$ cat src/hdl/gsj_pkg.sv
// Package for the Gauss-Seidel / Jacobi solver: types, constants, fixed-point helpers.
// No dependencies; used by every module of the solver.
package gsj_pkg;

    localparam int MAX_EQ      = 8;
    localparam int VALUE_WIDTH = 32;
    localparam int FRAC_BITS   = 16;
    localparam int NCOLS       = MAX_EQ + 1;
    localparam int MEM_DEPTH   = MAX_EQ * NCOLS;
    localparam int ADDR_W      = $clog2(MEM_DEPTH);
    localparam int IDX_W       = $clog2(MAX_EQ);
    localparam int CNT_W       = $clog2(MAX_EQ + 1);
    localparam int COL_W       = $clog2(NCOLS + 1);
    localparam int QDIV_W      = VALUE_WIDTH + FRAC_BITS;

    localparam logic signed [VALUE_WIDTH-1:0] VMAX = {1'b0, {(VALUE_WIDTH-1){1'b1}}};
    localparam logic signed [VALUE_WIDTH-1:0] VMIN = {1'b1, {(VALUE_WIDTH-1){1'b0}}};

    typedef enum logic [1:0] {
        REQ_LOAD_ENTRY = 2'd0,
        REQ_LOAD_GUESS = 2'd1,
        REQ_NORMALIZE  = 2'd2,
        REQ_ITERATE    = 2'd3
    } req_t;

    typedef struct packed {
        logic [1:0]                    req_type;
        logic [2:0]                    row;
        logic [3:0]                    col;
        logic signed [VALUE_WIDTH-1:0] value;
    } req_beat_t;

    typedef struct packed {
        logic                          status;
        logic [2:0]                    var_index;
        logic signed [VALUE_WIDTH-1:0] gs_value;
        logic signed [VALUE_WIDTH-1:0] gs_change;
        logic signed [VALUE_WIDTH-1:0] jacobi_value;
        logic signed [VALUE_WIDTH-1:0] jacobi_change;
        logic                          last;
    } res_beat_t;

    typedef enum logic [4:0] {
        ST_IDLE,
        ST_NRM_SCAN_RD,
        ST_NRM_SCAN_CHK,
        ST_NRM_SWAP_RDI,
        ST_NRM_SWAP_RDJ,
        ST_NRM_SWAP_WRI,
        ST_NRM_SWAP_WRJ,
        ST_NRM_PIV_RD,
        ST_NRM_PIV_LATCH,
        ST_NRM_DIV_RD,
        ST_NRM_DIV_START,
        ST_NRM_DIV_WAIT,
        ST_NRM_DIV_WR,
        ST_NRM_DONE,
        ST_NRM_FAIL,
        ST_IT_RHS_RD,
        ST_IT_RHS_LATCH,
        ST_IT_A_RD,
        ST_IT_MUL,
        ST_IT_ACC,
        ST_IT_ROW_END,
        ST_IT_EMIT
    } state_t;

    // Divider control between sequencer and divide unit
    typedef struct packed {
        logic                          start;
        logic signed [VALUE_WIDTH-1:0] num;
        logic signed [VALUE_WIDTH-1:0] den;
    } div_req_t;

    typedef struct packed {
        logic                          done;
        logic signed [VALUE_WIDTH-1:0] quot;
    } div_rsp_t;

    // Saturating subtract a - b
    function automatic logic signed [VALUE_WIDTH-1:0] sat_sub(
        input logic signed [VALUE_WIDTH-1:0] a,
        input logic signed [VALUE_WIDTH-1:0] b
    );
        logic signed [VALUE_WIDTH:0] d;
        d = {a[VALUE_WIDTH-1], a} - {b[VALUE_WIDTH-1], b};
        if (d[VALUE_WIDTH] != d[VALUE_WIDTH-1])
            return d[VALUE_WIDTH] ? VMIN : VMAX;
        return d[VALUE_WIDTH-1:0];
    endfunction

    // Magnitude of a signed value, unsigned and of the same width, which holds VMIN's magnitude
    function automatic logic [VALUE_WIDTH-1:0] magn(
        input logic signed [VALUE_WIDTH-1:0] a
    );
        return a[VALUE_WIDTH-1] ? (~a + 1'b1) : a;
    endfunction

    // Apply sign to a magnitude and saturate to the value range
    function automatic logic signed [VALUE_WIDTH-1:0] sat_sign(
        input logic [2*VALUE_WIDTH-1:0] m,
        input logic                     neg
    );
        logic [2*VALUE_WIDTH-1:0] lim;
        lim = neg ? {{VALUE_WIDTH{1'b0}}, VMIN} : {{VALUE_WIDTH{1'b0}}, VMAX};
        if (m > lim)
            return neg ? VMIN : VMAX;
        return neg ? (~m[VALUE_WIDTH-1:0] + 1'b1) : m[VALUE_WIDTH-1:0];
    endfunction

endpackage

$ cat src/hdl/gsj_mul.sv
// Registered signed fixed-point multiplier with truncation and saturation.
// Depends on gsj_pkg.
module gsj_mul
    import gsj_pkg::*;
(
    input  logic                          clk,
    input  logic signed [VALUE_WIDTH-1:0] a,
    input  logic signed [VALUE_WIDTH-1:0] b,
    output logic signed [VALUE_WIDTH-1:0] p
);

    logic [2*VALUE_WIDTH-1:0] prod_reg;
    logic                     neg_reg;

    // magnitude product, registered
    always_ff @(posedge clk)
    begin
        prod_reg <= magn(a) * magn(b);
        neg_reg  <= a[VALUE_WIDTH-1] ^ b[VALUE_WIDTH-1];
    end

    assign p = sat_sign(prod_reg >> FRAC_BITS, neg_reg);

endmodule

$ cat config.mk
export PLATFORM = sky130hd
export DESIGN_NAME = gsj_mul
export DESIGN_NICKNAME = d
export VERILOG_FILES = /design/src/hdl/gsj_pkg.sv /design/src/hdl/gsj_mul.sv
export SDC_FILE = /design/constraint.sdc
export NUM_CORES = 2
export LEC_CHECK = 0
export BUFFER_PORTS_ARGS = -buffer_cell sky130_fd_sc_hd__clkbuf_2
export CORE_MARGIN = 5
export CORE_UTILIZATION = 43
export DETAILED_ROUTE_END_ITERATION = 12
export HOLD_SLACK_MARGIN = 0.06
export PLACE_DENSITY = 0.63
export SLEW_MARGIN = 20
export SYNTH_ARGS = -nofsm -noshare
export SYNTH_HDL_FRONTEND = slang
export SYNTH_SLANG_ARGS = --single-unit
$ cat constraint.sdc
create_clock -name clk -period 12 [get_ports clk]
set_input_delay 0.6 -clock clk [delete_from_list [all_inputs] [get_ports clk]]
set_output_delay 0.6 -clock clk [all_outputs]
set_load 0.02 [all_outputs]
Yosys cells after proc, flatten, opt, wreduce, memory -nomap -nowiden

Cells that the tools add are included.

Output and inout port bits: 32
Memories kept: 0
RAM bits: 0
Register bits: 65
Bits of input ports: 65
Latch bits: 0
Bits in read-only memories: 0

Div/mod/pow operators: 0
Equality and inequality tests: 0
Reductions and logical operators: 0
Order comparisons: 1
Multiply operators: 1
Muxes and demuxes: 8
Bitwise logic cells: 4
Shift operators: 0
Add/sub/neg operators: 3

Operators by type and width:

| kind                  | count |
|---|---|
| $mux 32               | 7 |
| $add 32x1->32 const B | 3 |
| $not 32->32           | 3 |
| $mul 32x32->64        | 1 |
| $gt 48x32->1          | 1 |
| $mux 1                | 1 |
| $xor 1x1->1           | 1 |

Depth between registers and ports, before layout

Depth in word-level cells: 4
Mapped depth: 38
Mapped depth without buffers: 34

Worst setup path before layout

No wires, ideal clock.

Path kind: input to register
Start point: input port a[11]
End point: register prod_reg[53]
Path slack: 1831 ps
Library setup time: 72 ps
Arrival time: 10097 ps
Buffers on the path: 2
Required time: 11928 ps
Cell stages on the path: 34
Cells stage by stage: or4_1 nor3_1 nand3_1 or4_1 or3_1 or3_1 nor4b_1 buf_2 nand2_1 fa_1 inv_1 fa_1 fa_1 inv_1 fa_1 inv_1 fa_1 fa_1 fa_1 inv_1 fa_1 inv_1 ha_1 clkbuf_1 a21o_1 o21bai_1 a21o_1 a21oi_1 o21ai_0 or4_1 o21ai_0 o21ai_0 a21oi_1 xnor2_1

Cells in the longest elaborated chain, start to end: 4

Ends and longest elaborated chain:

| what                   | RTL line      | RTL |
|---|---|---|
| start: declaration     | gsj_mul.sv:7  | `input logic signed [VALUE_WIDTH-1:0] a,` |
| $not 32->32            | gsj_pkg.sv:96 | `return a[VALUE_WIDTH-1] ? (~a + 1'b1) : a;` |
| $add 32x1->32          | gsj_pkg.sv:96 |  |
| $mux 32 *              | gsj_pkg.sv:96 |  |
| $mul 32x32->64 *       | gsj_mul.sv:18 | `prod_reg <= magn(a) * magn(b);` |
| end signal: assignment | gsj_mul.sv:18 |  |
| end: declaration       | gsj_mul.sv:12 | `logic [2*VALUE_WIDTH-1:0] prod_reg;` |

Every way passes the cells marked *; elsewhere a longest branch is shown, timed or not.

Worst setup path in the final report

Ends and elaborated chain as after synthesis.

==> metrics.txt <==
status finished clean; vias in the first global route 29632; largest family of logic cells by synthesized area adder cells; die area 88800 µm²; adder-cell share of the synthesized area 60.6%; setup TNS 0 ps; DR pass1 iterations 5; Mapped Cells 4115; critical path's top delay family adder cells; post-detail-place hpwl 97500 µm; gr usage total 25.9%; area delta synth->final 7.89%; max FFs per register 48; worst endpoint required time 12220 ps; Fillers 7987; share of cells above drive strength 1 7.83%; CTS tree done; Synth Area in Compound Gates 6.17%; crit end category flip-flop; Period minus WS final 11060 ps; total wire length 115000 µm; post-CTS resize count 0; Hold Path Stages 3; post-route ant nets 0; final period utilization 92.2%; top_reg_cell synth dfxtp_1; Synth Area in XOR/XNOR 4.00%; final hold violation count 0; Multi-input gate area 31000 µm²; Max Cap Violations 0; DR vias 28662; fin util 46.8%; Chip Width 298 µm; RSZ-0062 raised after global routing no; CTS Hold Bufs 0; clk slew on worst S/H paths 60 ps; CTS Root Cell clkbuf_16; register area 982 µm²; largest net degree at the start of global routing 59; syn avg cell area 8.66 µm²; vias per cell 5.46; multiplexer share of the synthesized area 0.168%; crit start category input pin; Worst path max stage delay 950 ps; distinct cell type count after synthesis 63; setup bufs post-CTS 0; total grt overflow 0; register bit total from synthesis 49; Syn. warnings 0; Mapped Nets 5370; Worst Hold Class input pin to flip-flop; Longest Clk Path Bufs 2; sequential area share after synthesis 2.75%; Post-Synth Simple-Gate Area 14.7%; top-level I/O count 97; Synth Cell Area 35700 µm²; Die Y 298 µm; measured slew at the worst slew-check pin 1220 ps; # port buffers 96; CP Depth 32; CP most frequent cell fa_1; Setup CP Type input pin to flip-flop; fmax 90.4 MHz; NumNets Final 5432; Max Slew Vio Count 0; Initial Utilization 43.4%; drt wl/cell 21.9 µm; DRT iter0 DRCs 2357; worst path arrival time 11280 ps; # DRC 0; Crit path buffers/inverters 5; first-pass GRT wire length 176000 µm; asr flop ratio synth 0%; Crit-path slowest cell xnor2_1; GPL Wtd Cong 0.973; final setup vio count 0; worst rel slew slack 17.9%; Post-synth EDFFs 0; CTS Sinks 49; initial antenna violation count 5; CTS H-tree depth 2; Rows 105; Critical Path Fanout Max 7; Core Region 82100 µm²; Num CTS Buffers 5
## final timing paths
check / from / endpoint / slack [ps]
max: a[11] / prod_reg[53]$_DFF_P_ / 940
min: b[31] / neg_reg$_DFF_P_ / 1070
## area by class of cell
cell class | instances | share of cell area (%)
clock inverters | 2 | 0.0911
clock buffers | 5 | 0.325
well taps | 1070 | 3.48
multi-input cells | 2973 | 80.5
flip-flops and latches | 49 | 2.55
repair buffers | 251 | 4.31
diodes | 4 | 0.0260
inverters | 897 | 8.75
## layer usage
| layer | wire length, µm | vias to the layer above | global-route usage, % |
|---|---|---|---|
| li1 | - | 12344 | - |
| met1 | 43800 | 14688 | 33.5 |
| met2 | 53400 | 1335 | 42.2 |
| met3 | 10700 | 295 | 4.98 |
| met4 | 7130 | 0 | 12.3 |
| met5 | 0 | - | 0 |
## Yosys cell counts, types with 14 or more instances
library cell | number | share of area, %
xor2_1 | 74 | 1.8
nand4_1 | 32 | 0.56
and2_1 | 14 | 0.25
a21o_1 | 66 | 1.4
fa_1 | 895 | 50
nor2b_1 | 14 | 0.25
nand2_1 | 499 | 5.3
or3_1 | 26 | 0.46
o21ai_0 | 77 | 1.1
o21a_1 | 17 | 0.36
dfxtp_1 | 49 | 2.8
nor2_1 | 603 | 6.3
clkbuf_1 | 175 | 1.8
inv_1 | 896 | 9.4
buf_2 | 17 | 0.24
or4_1 | 15 | 0.32
a21oi_1 | 86 | 1.2
nor3_1 | 33 | 0.46
ha_1 | 295 | 10
xnor2_1 | 85 | 2.1
## placed cells by master (no fill, tap or decap), types with 4 or more instances in the layout
cell type / Yosys / layout
inv_1: 896 / 896
fa_1: 895 / 895
nor2_1: 603 / 603
nand2_1: 499 / 499
ha_1: 295 / 295
buf_4: 2 / 154
clkbuf_2: 0 / 96
a21oi_1: 86 / 85
o21ai_0: 77 / 76
a21o_1: 66 / 66
xnor2_1: 85 / 61
xor2_1: 74 / 54
dfxtp_1: 49 / 48
nor3_1: 33 / 33
nand4_1: 32 / 32
or3_1: 26 / 26
xnor2_2: 0 / 21
xor2_2: 2 / 19
o21a_1: 17 / 17
or4_1: 15 / 15
and2_1: 14 / 14
nor2b_1: 14 / 14
nor4_1: 13 / 13
a31oi_1: 13 / 13
o31ai_1: 12 / 12
o22a_1: 12 / 12
nand2b_1: 9 / 9
o41ai_1: 8 / 8
or2_2: 6 / 6
nand3_1: 5 / 5
o21ai_1: 4 / 5
o31a_1: 5 / 5
mux2i_1: 6 / 5
clkbuf_16: 0 / 5
diode_2: 0 / 4
o211ai_1: 4 / 4
o21bai_1: 4 / 4
a211oi_1: 4 / 4
## per-stage QoR
stage / hold WS, ps / instance area [µm²] / setup WS [ps] / instances
3_5_place_dp: 1230 / 38300 / 682 / 5240
3_3_place_gp: 1240 / 38300 / 804 / 5240
5_1_grt: 1050 / 38500 / 496 / 5248
6_report: 1070 / 38500 / 939 / 5251
2_1_floorplan: 1090 / 35700 / 1830 / 4115
4_1_cts: 1040 / 38400 / 980 / 5247
## logic make-up after synthesis
group	count (synthesis)
flops	49
fa+ha+maj	1190
buf+inv	1093
compound gates	337
simple gates	1279
mux	6
xor+xnor	161
Power is left out: the tool's default activity adds up to more than one toggle a clock period on the data nets, which glitch-free logic cannot reach.
