`src/hdl/gsj_pkg.sv`:
```
// Package for the Gauss-Seidel / Jacobi solver: types, constants, fixed-point helpers.
// No dependencies; used by every module of the solver.
package gsj_pkg;

    localparam int MAX_EQ      = 8;
    localparam int VALUE_WIDTH = 32;
    localparam int FRAC_BITS   = 16;
    localparam int NCOLS       = MAX_EQ + 1;
    localparam int MEM_DEPTH   = MAX_EQ * NCOLS;
    localparam int ADDR_W      = $clog2(MEM_DEPTH);
    localparam int IDX_W       = $clog2(MAX_EQ);
    localparam int CNT_W       = $clog2(MAX_EQ + 1);
    localparam int COL_W       = $clog2(NCOLS + 1);
    localparam int QDIV_W      = VALUE_WIDTH + FRAC_BITS;

    localparam logic signed [VALUE_WIDTH-1:0] VMAX = {1'b0, {(VALUE_WIDTH-1){1'b1}}};
    localparam logic signed [VALUE_WIDTH-1:0] VMIN = {1'b1, {(VALUE_WIDTH-1){1'b0}}};

    typedef enum logic [1:0] {
        REQ_LOAD_ENTRY = 2'd0,
        REQ_LOAD_GUESS = 2'd1,
        REQ_NORMALIZE  = 2'd2,
        REQ_ITERATE    = 2'd3
    } req_t;

    typedef struct packed {
        logic [1:0]                    req_type;
        logic [2:0]                    row;
        logic [3:0]                    col;
        logic signed [VALUE_WIDTH-1:0] value;
    } req_beat_t;

    typedef struct packed {
        logic                          status;
        logic [2:0]                    var_index;
        logic signed [VALUE_WIDTH-1:0] gs_value;
        logic signed [VALUE_WIDTH-1:0] gs_change;
        logic signed [VALUE_WIDTH-1:0] jacobi_value;
        logic signed [VALUE_WIDTH-1:0] jacobi_change;
        logic                          last;
    } res_beat_t;

    typedef enum logic [4:0] {
        ST_IDLE,
        ST_NRM_SCAN_RD,
        ST_NRM_SCAN_CHK,
        ST_NRM_SWAP_RDI,
        ST_NRM_SWAP_RDJ,
        ST_NRM_SWAP_WRI,
        ST_NRM_SWAP_WRJ,
        ST_NRM_PIV_RD,
        ST_NRM_PIV_LATCH,
        ST_NRM_DIV_RD,
        ST_NRM_DIV_START,
        ST_NRM_DIV_WAIT,
        ST_NRM_DIV_WR,
        ST_NRM_DONE,
        ST_NRM_FAIL,
        ST_IT_RHS_RD,
        ST_IT_RHS_LATCH,
        ST_IT_A_RD,
        ST_IT_MUL,
        ST_IT_ACC,
        ST_IT_ROW_END,
        ST_IT_EMIT
    } state_t;

    // Divider control between sequencer and divide unit
    typedef struct packed {
        logic                          start;
        logic signed [VALUE_WIDTH-1:0] num;
        logic signed [VALUE_WIDTH-1:0] den;
    } div_req_t;

    typedef struct packed {
        logic                          done;
        logic signed [VALUE_WIDTH-1:0] quot;
    } div_rsp_t;

    // Saturating subtract a - b
    function automatic logic signed [VALUE_WIDTH-1:0] sat_sub(
        input logic signed [VALUE_WIDTH-1:0] a,
        input logic signed [VALUE_WIDTH-1:0] b
    );
        logic signed [VALUE_WIDTH:0] d;
        d = {a[VALUE_WIDTH-1], a} - {b[VALUE_WIDTH-1], b};
        if (d[VALUE_WIDTH] != d[VALUE_WIDTH-1])
            return d[VALUE_WIDTH] ? VMIN : VMAX;
        return d[VALUE_WIDTH-1:0];
    endfunction

    // Magnitude of a signed value, unsigned and of the same width, which holds VMIN's magnitude
    function automatic logic [VALUE_WIDTH-1:0] magn(
        input logic signed [VALUE_WIDTH-1:0] a
    );
        return a[VALUE_WIDTH-1] ? (~a + 1'b1) : a;
    endfunction

    // Apply sign to a magnitude and saturate to the value range
    function automatic logic signed [VALUE_WIDTH-1:0] sat_sign(
        input logic [2*VALUE_WIDTH-1:0] m,
        input logic                     neg
    );
        logic [2*VALUE_WIDTH-1:0] lim;
        lim = neg ? {{VALUE_WIDTH{1'b0}}, VMIN} : {{VALUE_WIDTH{1'b0}}, VMAX};
        if (m > lim)
            return neg ? VMIN : VMAX;
        return neg ? (~m[VALUE_WIDTH-1:0] + 1'b1) : m[VALUE_WIDTH-1:0];
    endfunction

endpackage

```
`src/hdl/gsj_div.sv`:
```
// Radix-2 restoring divider for signed fixed-point quotient a/d with saturation.
// Depends on gsj_pkg.
module gsj_div
    import gsj_pkg::*;
(
    input  logic     clk,
    input  logic     rst_n,
    input  div_req_t req,
    output div_rsp_t rsp
);

    localparam int STEP_W = $clog2(QDIV_W + 1);

    logic [QDIV_W-1:0]      num_reg, num_next;
    logic [QDIV_W-1:0]      quo_reg, quo_next;
    logic [VALUE_WIDTH:0]   rem_reg, rem_next;
    logic [VALUE_WIDTH-1:0] den_reg, den_next;
    logic                   neg_reg, neg_next;
    logic [STEP_W-1:0]      cnt_reg, cnt_next;
    logic                   busy_reg, busy_next;
    logic                   done_reg, done_next;
    logic [VALUE_WIDTH:0]   shifted;

    // control
    always_ff @(posedge clk or negedge rst_n)
    begin
        if (!rst_n)
        begin
            busy_reg <= 1'b0;
            done_reg <= 1'b0;
        end
        else
        begin
            busy_reg <= busy_next;
            done_reg <= done_next;
        end
    end

    // datapath
    always_ff @(posedge clk)
    begin
        num_reg <= num_next;
        quo_reg <= quo_next;
        rem_reg <= rem_next;
        den_reg <= den_next;
        neg_reg <= neg_next;
        cnt_reg <= cnt_next;
    end

    // one quotient bit per cycle
    always_comb
    begin
        num_next  = num_reg;
        quo_next  = quo_reg;
        rem_next  = rem_reg;
        den_next  = den_reg;
        neg_next  = neg_reg;
        cnt_next  = cnt_reg;
        busy_next = busy_reg;
        done_next = 1'b0;
        shifted   = {rem_reg[VALUE_WIDTH-1:0], num_reg[QDIV_W-1]};
        if (req.start)
        begin
            num_next  = {magn(req.num), {FRAC_BITS{1'b0}}};
            den_next  = magn(req.den);
            neg_next  = req.num[VALUE_WIDTH-1] ^ req.den[VALUE_WIDTH-1];
            rem_next  = '0;
            quo_next  = '0;
            cnt_next  = STEP_W'(QDIV_W);
            busy_next = 1'b1;
        end
        else if (busy_reg)
        begin
            num_next = num_reg << 1;
            if (shifted >= {1'b0, den_reg})
            begin
                rem_next = shifted - {1'b0, den_reg};
                quo_next = {quo_reg[QDIV_W-2:0], 1'b1};
            end
            else
            begin
                rem_next = shifted;
                quo_next = {quo_reg[QDIV_W-2:0], 1'b0};
            end
            cnt_next = cnt_reg - 1'b1;
            if (cnt_reg == STEP_W'(1))
            begin
                busy_next = 1'b0;
                done_next = 1'b1;
            end
        end
    end

    assign rsp.done = done_reg;
    assign rsp.quot = sat_sign({{(2*VALUE_WIDTH-QDIV_W){1'b0}}, quo_reg}, neg_reg);

endmodule

```
`config.mk`:
```
export PLATFORM = sky130hd
export DESIGN_NAME = gsj_div
export DESIGN_NICKNAME = d
export VERILOG_FILES = /design/src/hdl/gsj_pkg.sv /design/src/hdl/gsj_div.sv
export SDC_FILE = /design/constraint.sdc
export NUM_CORES = 1
export LEC_CHECK = 0
export BUFFER_PORTS_ARGS = -buffer_cell sky130_fd_sc_hd__buf_2
export CAP_MARGIN = 20
export CELL_PAD_IN_SITES_DETAIL_PLACEMENT = 1
export CELL_PAD_IN_SITES_GLOBAL_PLACEMENT = 1
export CORE_ASPECT_RATIO = 1.4
export CORE_MARGIN = 2
export CORE_UTILIZATION = 30
export CTS_CLUSTER_DIAMETER = 100
export DETAILED_ROUTE_END_ITERATION = 6
export PLACE_DENSITY = 0.69
export SKIP_CTS_REPAIR_TIMING = 1
export SLEW_MARGIN = 15
export SYNTH_ARGS = -nofsm -noshare
export SYNTH_HDL_FRONTEND = slang
export SYNTH_SLANG_ARGS = --single-unit
```
`constraint.sdc`:
```
create_clock -name clk -period 4.51 [get_ports clk]
set_clock_uncertainty 0.15 [all_clocks]
set_input_delay 0.451 -clock clk [delete_from_list [all_inputs] [get_ports clk]]
set_output_delay 0.451 -clock clk [all_outputs]
set_load 0.01 [all_outputs]
```
# Word-level counts from Yosys, hierarchy flattened
# Index checks and enable logic that the tools add are counted.
[op_classes]
add_sub_neg = 5
mul = 0
n_div = 0
order_cmp = 2
n_eq_ne = 1
shift = 0
muxes = 18
bitwise_logic = 4
n_reduce_logical = 1
[ops]
columns = ["op", "count"]
rows = [
  ["two-way mux 32 bit", 7],
  ["adder 32 x 1 -> 32 bit, second input constant", 3],
  ["two-way mux 48 bit", 2],
  ["NOT 32 bit", 3],
  ["> comparator 48 x 32 -> 1 bit", 1],
  [">= comparator 33 x 32 -> 1 bit", 1],
  ["subtractor 32 bit", 1],
  ["two-way mux 31 bit", 1],
  ["two-way mux 1 bit", 8],
  ["== test 6 x 1 -> 1 bit, second input constant", 1],
  ["subtractor 6 x 1 -> 6 bit, second input constant", 1],
  ["nonzero test 2 bit", 1],
  ["XOR 1 bit", 1],
]
[totals]
ff_bits = 153
latch_bits = 0
ram_bits = 0
rom_bits = 0
in_bits = 67
output_inout_bits = 33
elab_cells = 40
n_memories = 0

# Logic depth before layout (Yosys ltp)
[depth]
word_depth = 4
ltp_mapped = 13
depth_no_buf = 11

# Worst setup path before layout
# Ideal clock, no wire load.
[synth_timing]
kind = "register to output"
start = "register neg_reg"
end = "output rsp[15] (netlist name)"
arrival_time_ns = 3.759
t_required_ns = 3.909
slack_ns = 0.150
stages_incl_launch_ff = 14
n_path_buf = 3
cell_sequence = "edfxtp_1 > clkbuf_1 > clkinv_1 > ha_1 > nand4_1 > or2_1 > or4_1 > nor2_1 > o31ai_1 > nand2_1 > clkbuf_1 > clkbuf_1 > a211oi_1 > a21oi_1"
[synth_lines]
columns = ["element", "line_no", "source"]
rows = [
  ["from (decl)", "gsj_div.sv:18", "logic neg_reg, neg_next;"],
  ["from (signal assigned)", "gsj_div.sv:46", "neg_reg <= neg_next;"],
  ["to (decl)", "gsj_div.sv:9", "output div_rsp_t rsp"],
]

==> impl_results.md <==
* Outcome: finished clean
* CP Capture Type: output pin
* Overall routing resource usage at 16.3%
* P&R area growth vs syn at 16.6%
* VDD IR max at 0.199 mV
* Setup CP Type: register to output pin
* Antenna-violating nets left at 0
* CTS tree: done
* DRC at 0
* Syn Area/Cell at 8.69 um2
* DR vias/cell at 5.30
* Clock Tree Buf Depth at 2
* Layout Utilization at 35.5%
* Post-DP Area at 0.0117 mm2
* Fin area at 0.0125 mm2
* Worst path max stage delay at 0.70 ns
* Hold/Removal Path Class: primary input to register
* Seq/Total Area, Yosys at 34.8%
* # H-tree levels at 4
* Rel. slew slack at 46.1%
* Worst-Margin Slew at 0.789 ns
* Share of cells above drive strength 1 at 14.0%
* Pwr Total at 5.22 mW
* Largest net degree at the start of global routing at 73
* Ys async rst share at 1.31%
* DRC marker count from the first detailed-route iteration at 326
* Mapped Nets at 1,367
* EDFF count, synth at 65
* Critical Path, Cell by Cell: buf_4, buf_4, ha_1, a21o_1, a21o_1, a21oi_1, nor3_1, o31ai_1, buf_4, a21oi_2, buf_4, a221o_1, buf_2
* Lkg Pwr at 5.65 nW
* Slew Limit Fails at 0
* Clk_lat worst skew at 0.43 ns
* Flops & latches, synth at 153
* Dominant synthesized flop cell: dfxtp_1
* Slowest-stage cell, CP: o31ai_1
* Crit path launch type: register
* Worst path required time at 3.91 ns
* Hpwl dp at 22.3 mm
* Min Tclk post-route at 4.38 ns
* Cell Area, Synth at 0.0107 mm2
* Yosys warns at 0
* Clock Sinks at 153
* Port Buffers at 99
* Vias in the first global route at 9,803
* Final hold violations at 0
* Die Width at 164 um
* Most frequent CP cell: buf_4
* Data arrival time of the critical path at 3.78 ns
* GRT overflow at 0
* # diodes at 0
* Yosys cell types at 69
* CTS clk-pin slew, worst paths at 0.06 ns
* Initial Util at 30.5%
* Fin nets at 1,448
* Num rows at 81
* First-pass GRT wire length at 49.2 mm
* Die Y at 227 um
* Setup ws final at 0.127 ns
* Cell Pwr Density at 419 mW/mm2
* CP bufs+invs at 5
* Total CTS buffers at 17
* CP Max Fanout at 26
* Clock root buffer: clkbuf_16
* Total Die Area at 0.0372 mm2
* Final cycle utilization of the critical path at 97.2%
* Sum of negative setup slack at 0 ns
* Max Cap Viol at 0
* Max Fclk at 228 MHz
* Initial antenna violation count at 0
* Synth Instances at 1,230
* Routability cong. at 0.853
* First-pass iteration count of the detailed router at 4
* Vias at 9,427
* I/O pin count at 100
* Avg WL per Cell at 16.8 um
* Pre-CTS setup slack at 0.0424 ns
* Setup violators final at 0
* Top Family by Delay on Critical Path: compound AO/OA/AOI/OAI gates
* Max reg flops at 48
* Routed Wire Length at 29.8 mm
* Core area at 0.0351 mm2
[cells by family after synthesis]
group                      Yosys count  share of synthesized area [%]
buffers and inverters              128                           4.64
adders and majority gates           70                           8.26
xor gates and xnor gates            89                           7.29
muxes                               79                           7.42
and+or+nand+nor                    401                           18.2
AOI/OAI and AO/OA                  310                           19.3
DFF                                153                           34.8
[stage by stage]
| step | hold WS [ns] | std cells |
|---|---|---|
| after floorplan | 0.00541 | 1230 |
| after global placement | 0.0993 | 1740 |
| after detailed placement | 0.0987 | 1740 |
| after CTS | -0.369 | 1772 |
| after global routing | 0.0923 | 1780 |
| final | 0.0973 | 1780 |
[synthesized netlist by cell type (all sizes together) (3+ instances only)]
cell type / number / area, um2
a21oi: 88 / 440
nor2b: 6 / 37.5
xnor2: 46 / 403
o41ai: 12 / 113
nand3b: 4 / 30.0
o21ai: 57 / 285
a221o: 19 / 190
or2: 5 / 31.3
a21boi: 5 / 37.5
nor4: 15 / 100
mux2i: 77 / 771
nor3b: 3 / 22.5
or3: 14 / 97.6
and2: 6 / 37.5
a311oi: 4 / 35.0
o21a: 5 / 37.5
a211o: 6 / 52.6
o31ai: 23 / 186
a31oi: 8 / 50.1
o22ai: 3 / 18.8
a211oi: 30 / 225
ha: 69 / 863
nand4: 20 / 125
edfxtp: 65 / 1950
nand2: 62 / 233
nor4b: 4 / 41.3
dfxtp: 86 / 1720
nand2b: 13 / 81.3
clkbuf: 58 / 218
buf: 15 / 71.3
xor2: 43 / 377
o21bai: 5 / 37.5
nand3: 31 / 155
nor2: 169 / 634
o211ai: 8 / 60.1
nor3: 24 / 120
inv: 54 / 203
a21o: 25 / 188
o2111ai: 3 / 26.3
and3: 5 / 31.3
or4: 15 / 120
[worst reg2reg max path, stage by stage, from the launching register on]
cell	delay [ns]
edfxtp_1	0.38
inv_1	0.13
ha_1	0.34
a21oi_1	0.26
o21ai_0	0.18
a2111oi_0	0.70
a311oi_1	0.27
o32a_2	0.38
buf_4	0.26
mux2i_1	0.14
a211oi_1	0.23
[layout make-up]
type                    count  area (um2)
fillers                  4217       22600
repair buffers            135         828
flip-flops and latches    153        3730
clock buffers              24         508
inverters                  55         206
clock inverters             8         106
well taps                 456         571
multi-input cells         949        6520
[cells in the final DEF (no fill, tap or decap), drive strengths merged, types with 24 or more instances in the layout]
master	instances
dfxtp	86
buf	133
a21o	25
clkbuf	25
xnor2	46
ha	69
mux2i	77
inv	56
o21ai	57
nand3	31
a21oi	88
nor2	169
a211oi	30
xor2	43
nor3	24
edfxtp	65
nand2	62
[worst paths after layout]
path,start,end,slack [ns],depth (start not counted)
worst max-delay path,neg_reg$_DFFE_PP_,rsp[3],0.13,13
worst min-delay path,req[0],den_reg[0]$_DFFE_PP_,0.1,1
worst max register to register,den_reg[16]$_DFFE_PP_,rem_reg[14]$_SDFFE_PP0P_,0.99,10
worst min register to register,rem_reg[1]$_SDFFE_PP0P_,rem_reg[1]$_SDFFE_PP0P_,0.34,2
max in group asynchronous,rst_n,busy_reg$_DFF_PN0_,3.90,2
min in group asynchronous,rst_n,done_reg$_DFF_PN0_,0.19,2
[per-layer routing]
layer  part of all wire [%]  routed length, um  GRT usage [%]
met3                    1.6                482           1.97
met5                      0                  0              0
met1                     41              12300           18.1
met2                     54              16200           31.5
met4                    2.9                879           6.17
[where the power goes]
part | internal [mW] | switching [mW]
registers | 1.62 | 0.119
clock network | 0.907 | 0.582
logic | 0.840 | 1.14
(Power assumes the default switching activity.)
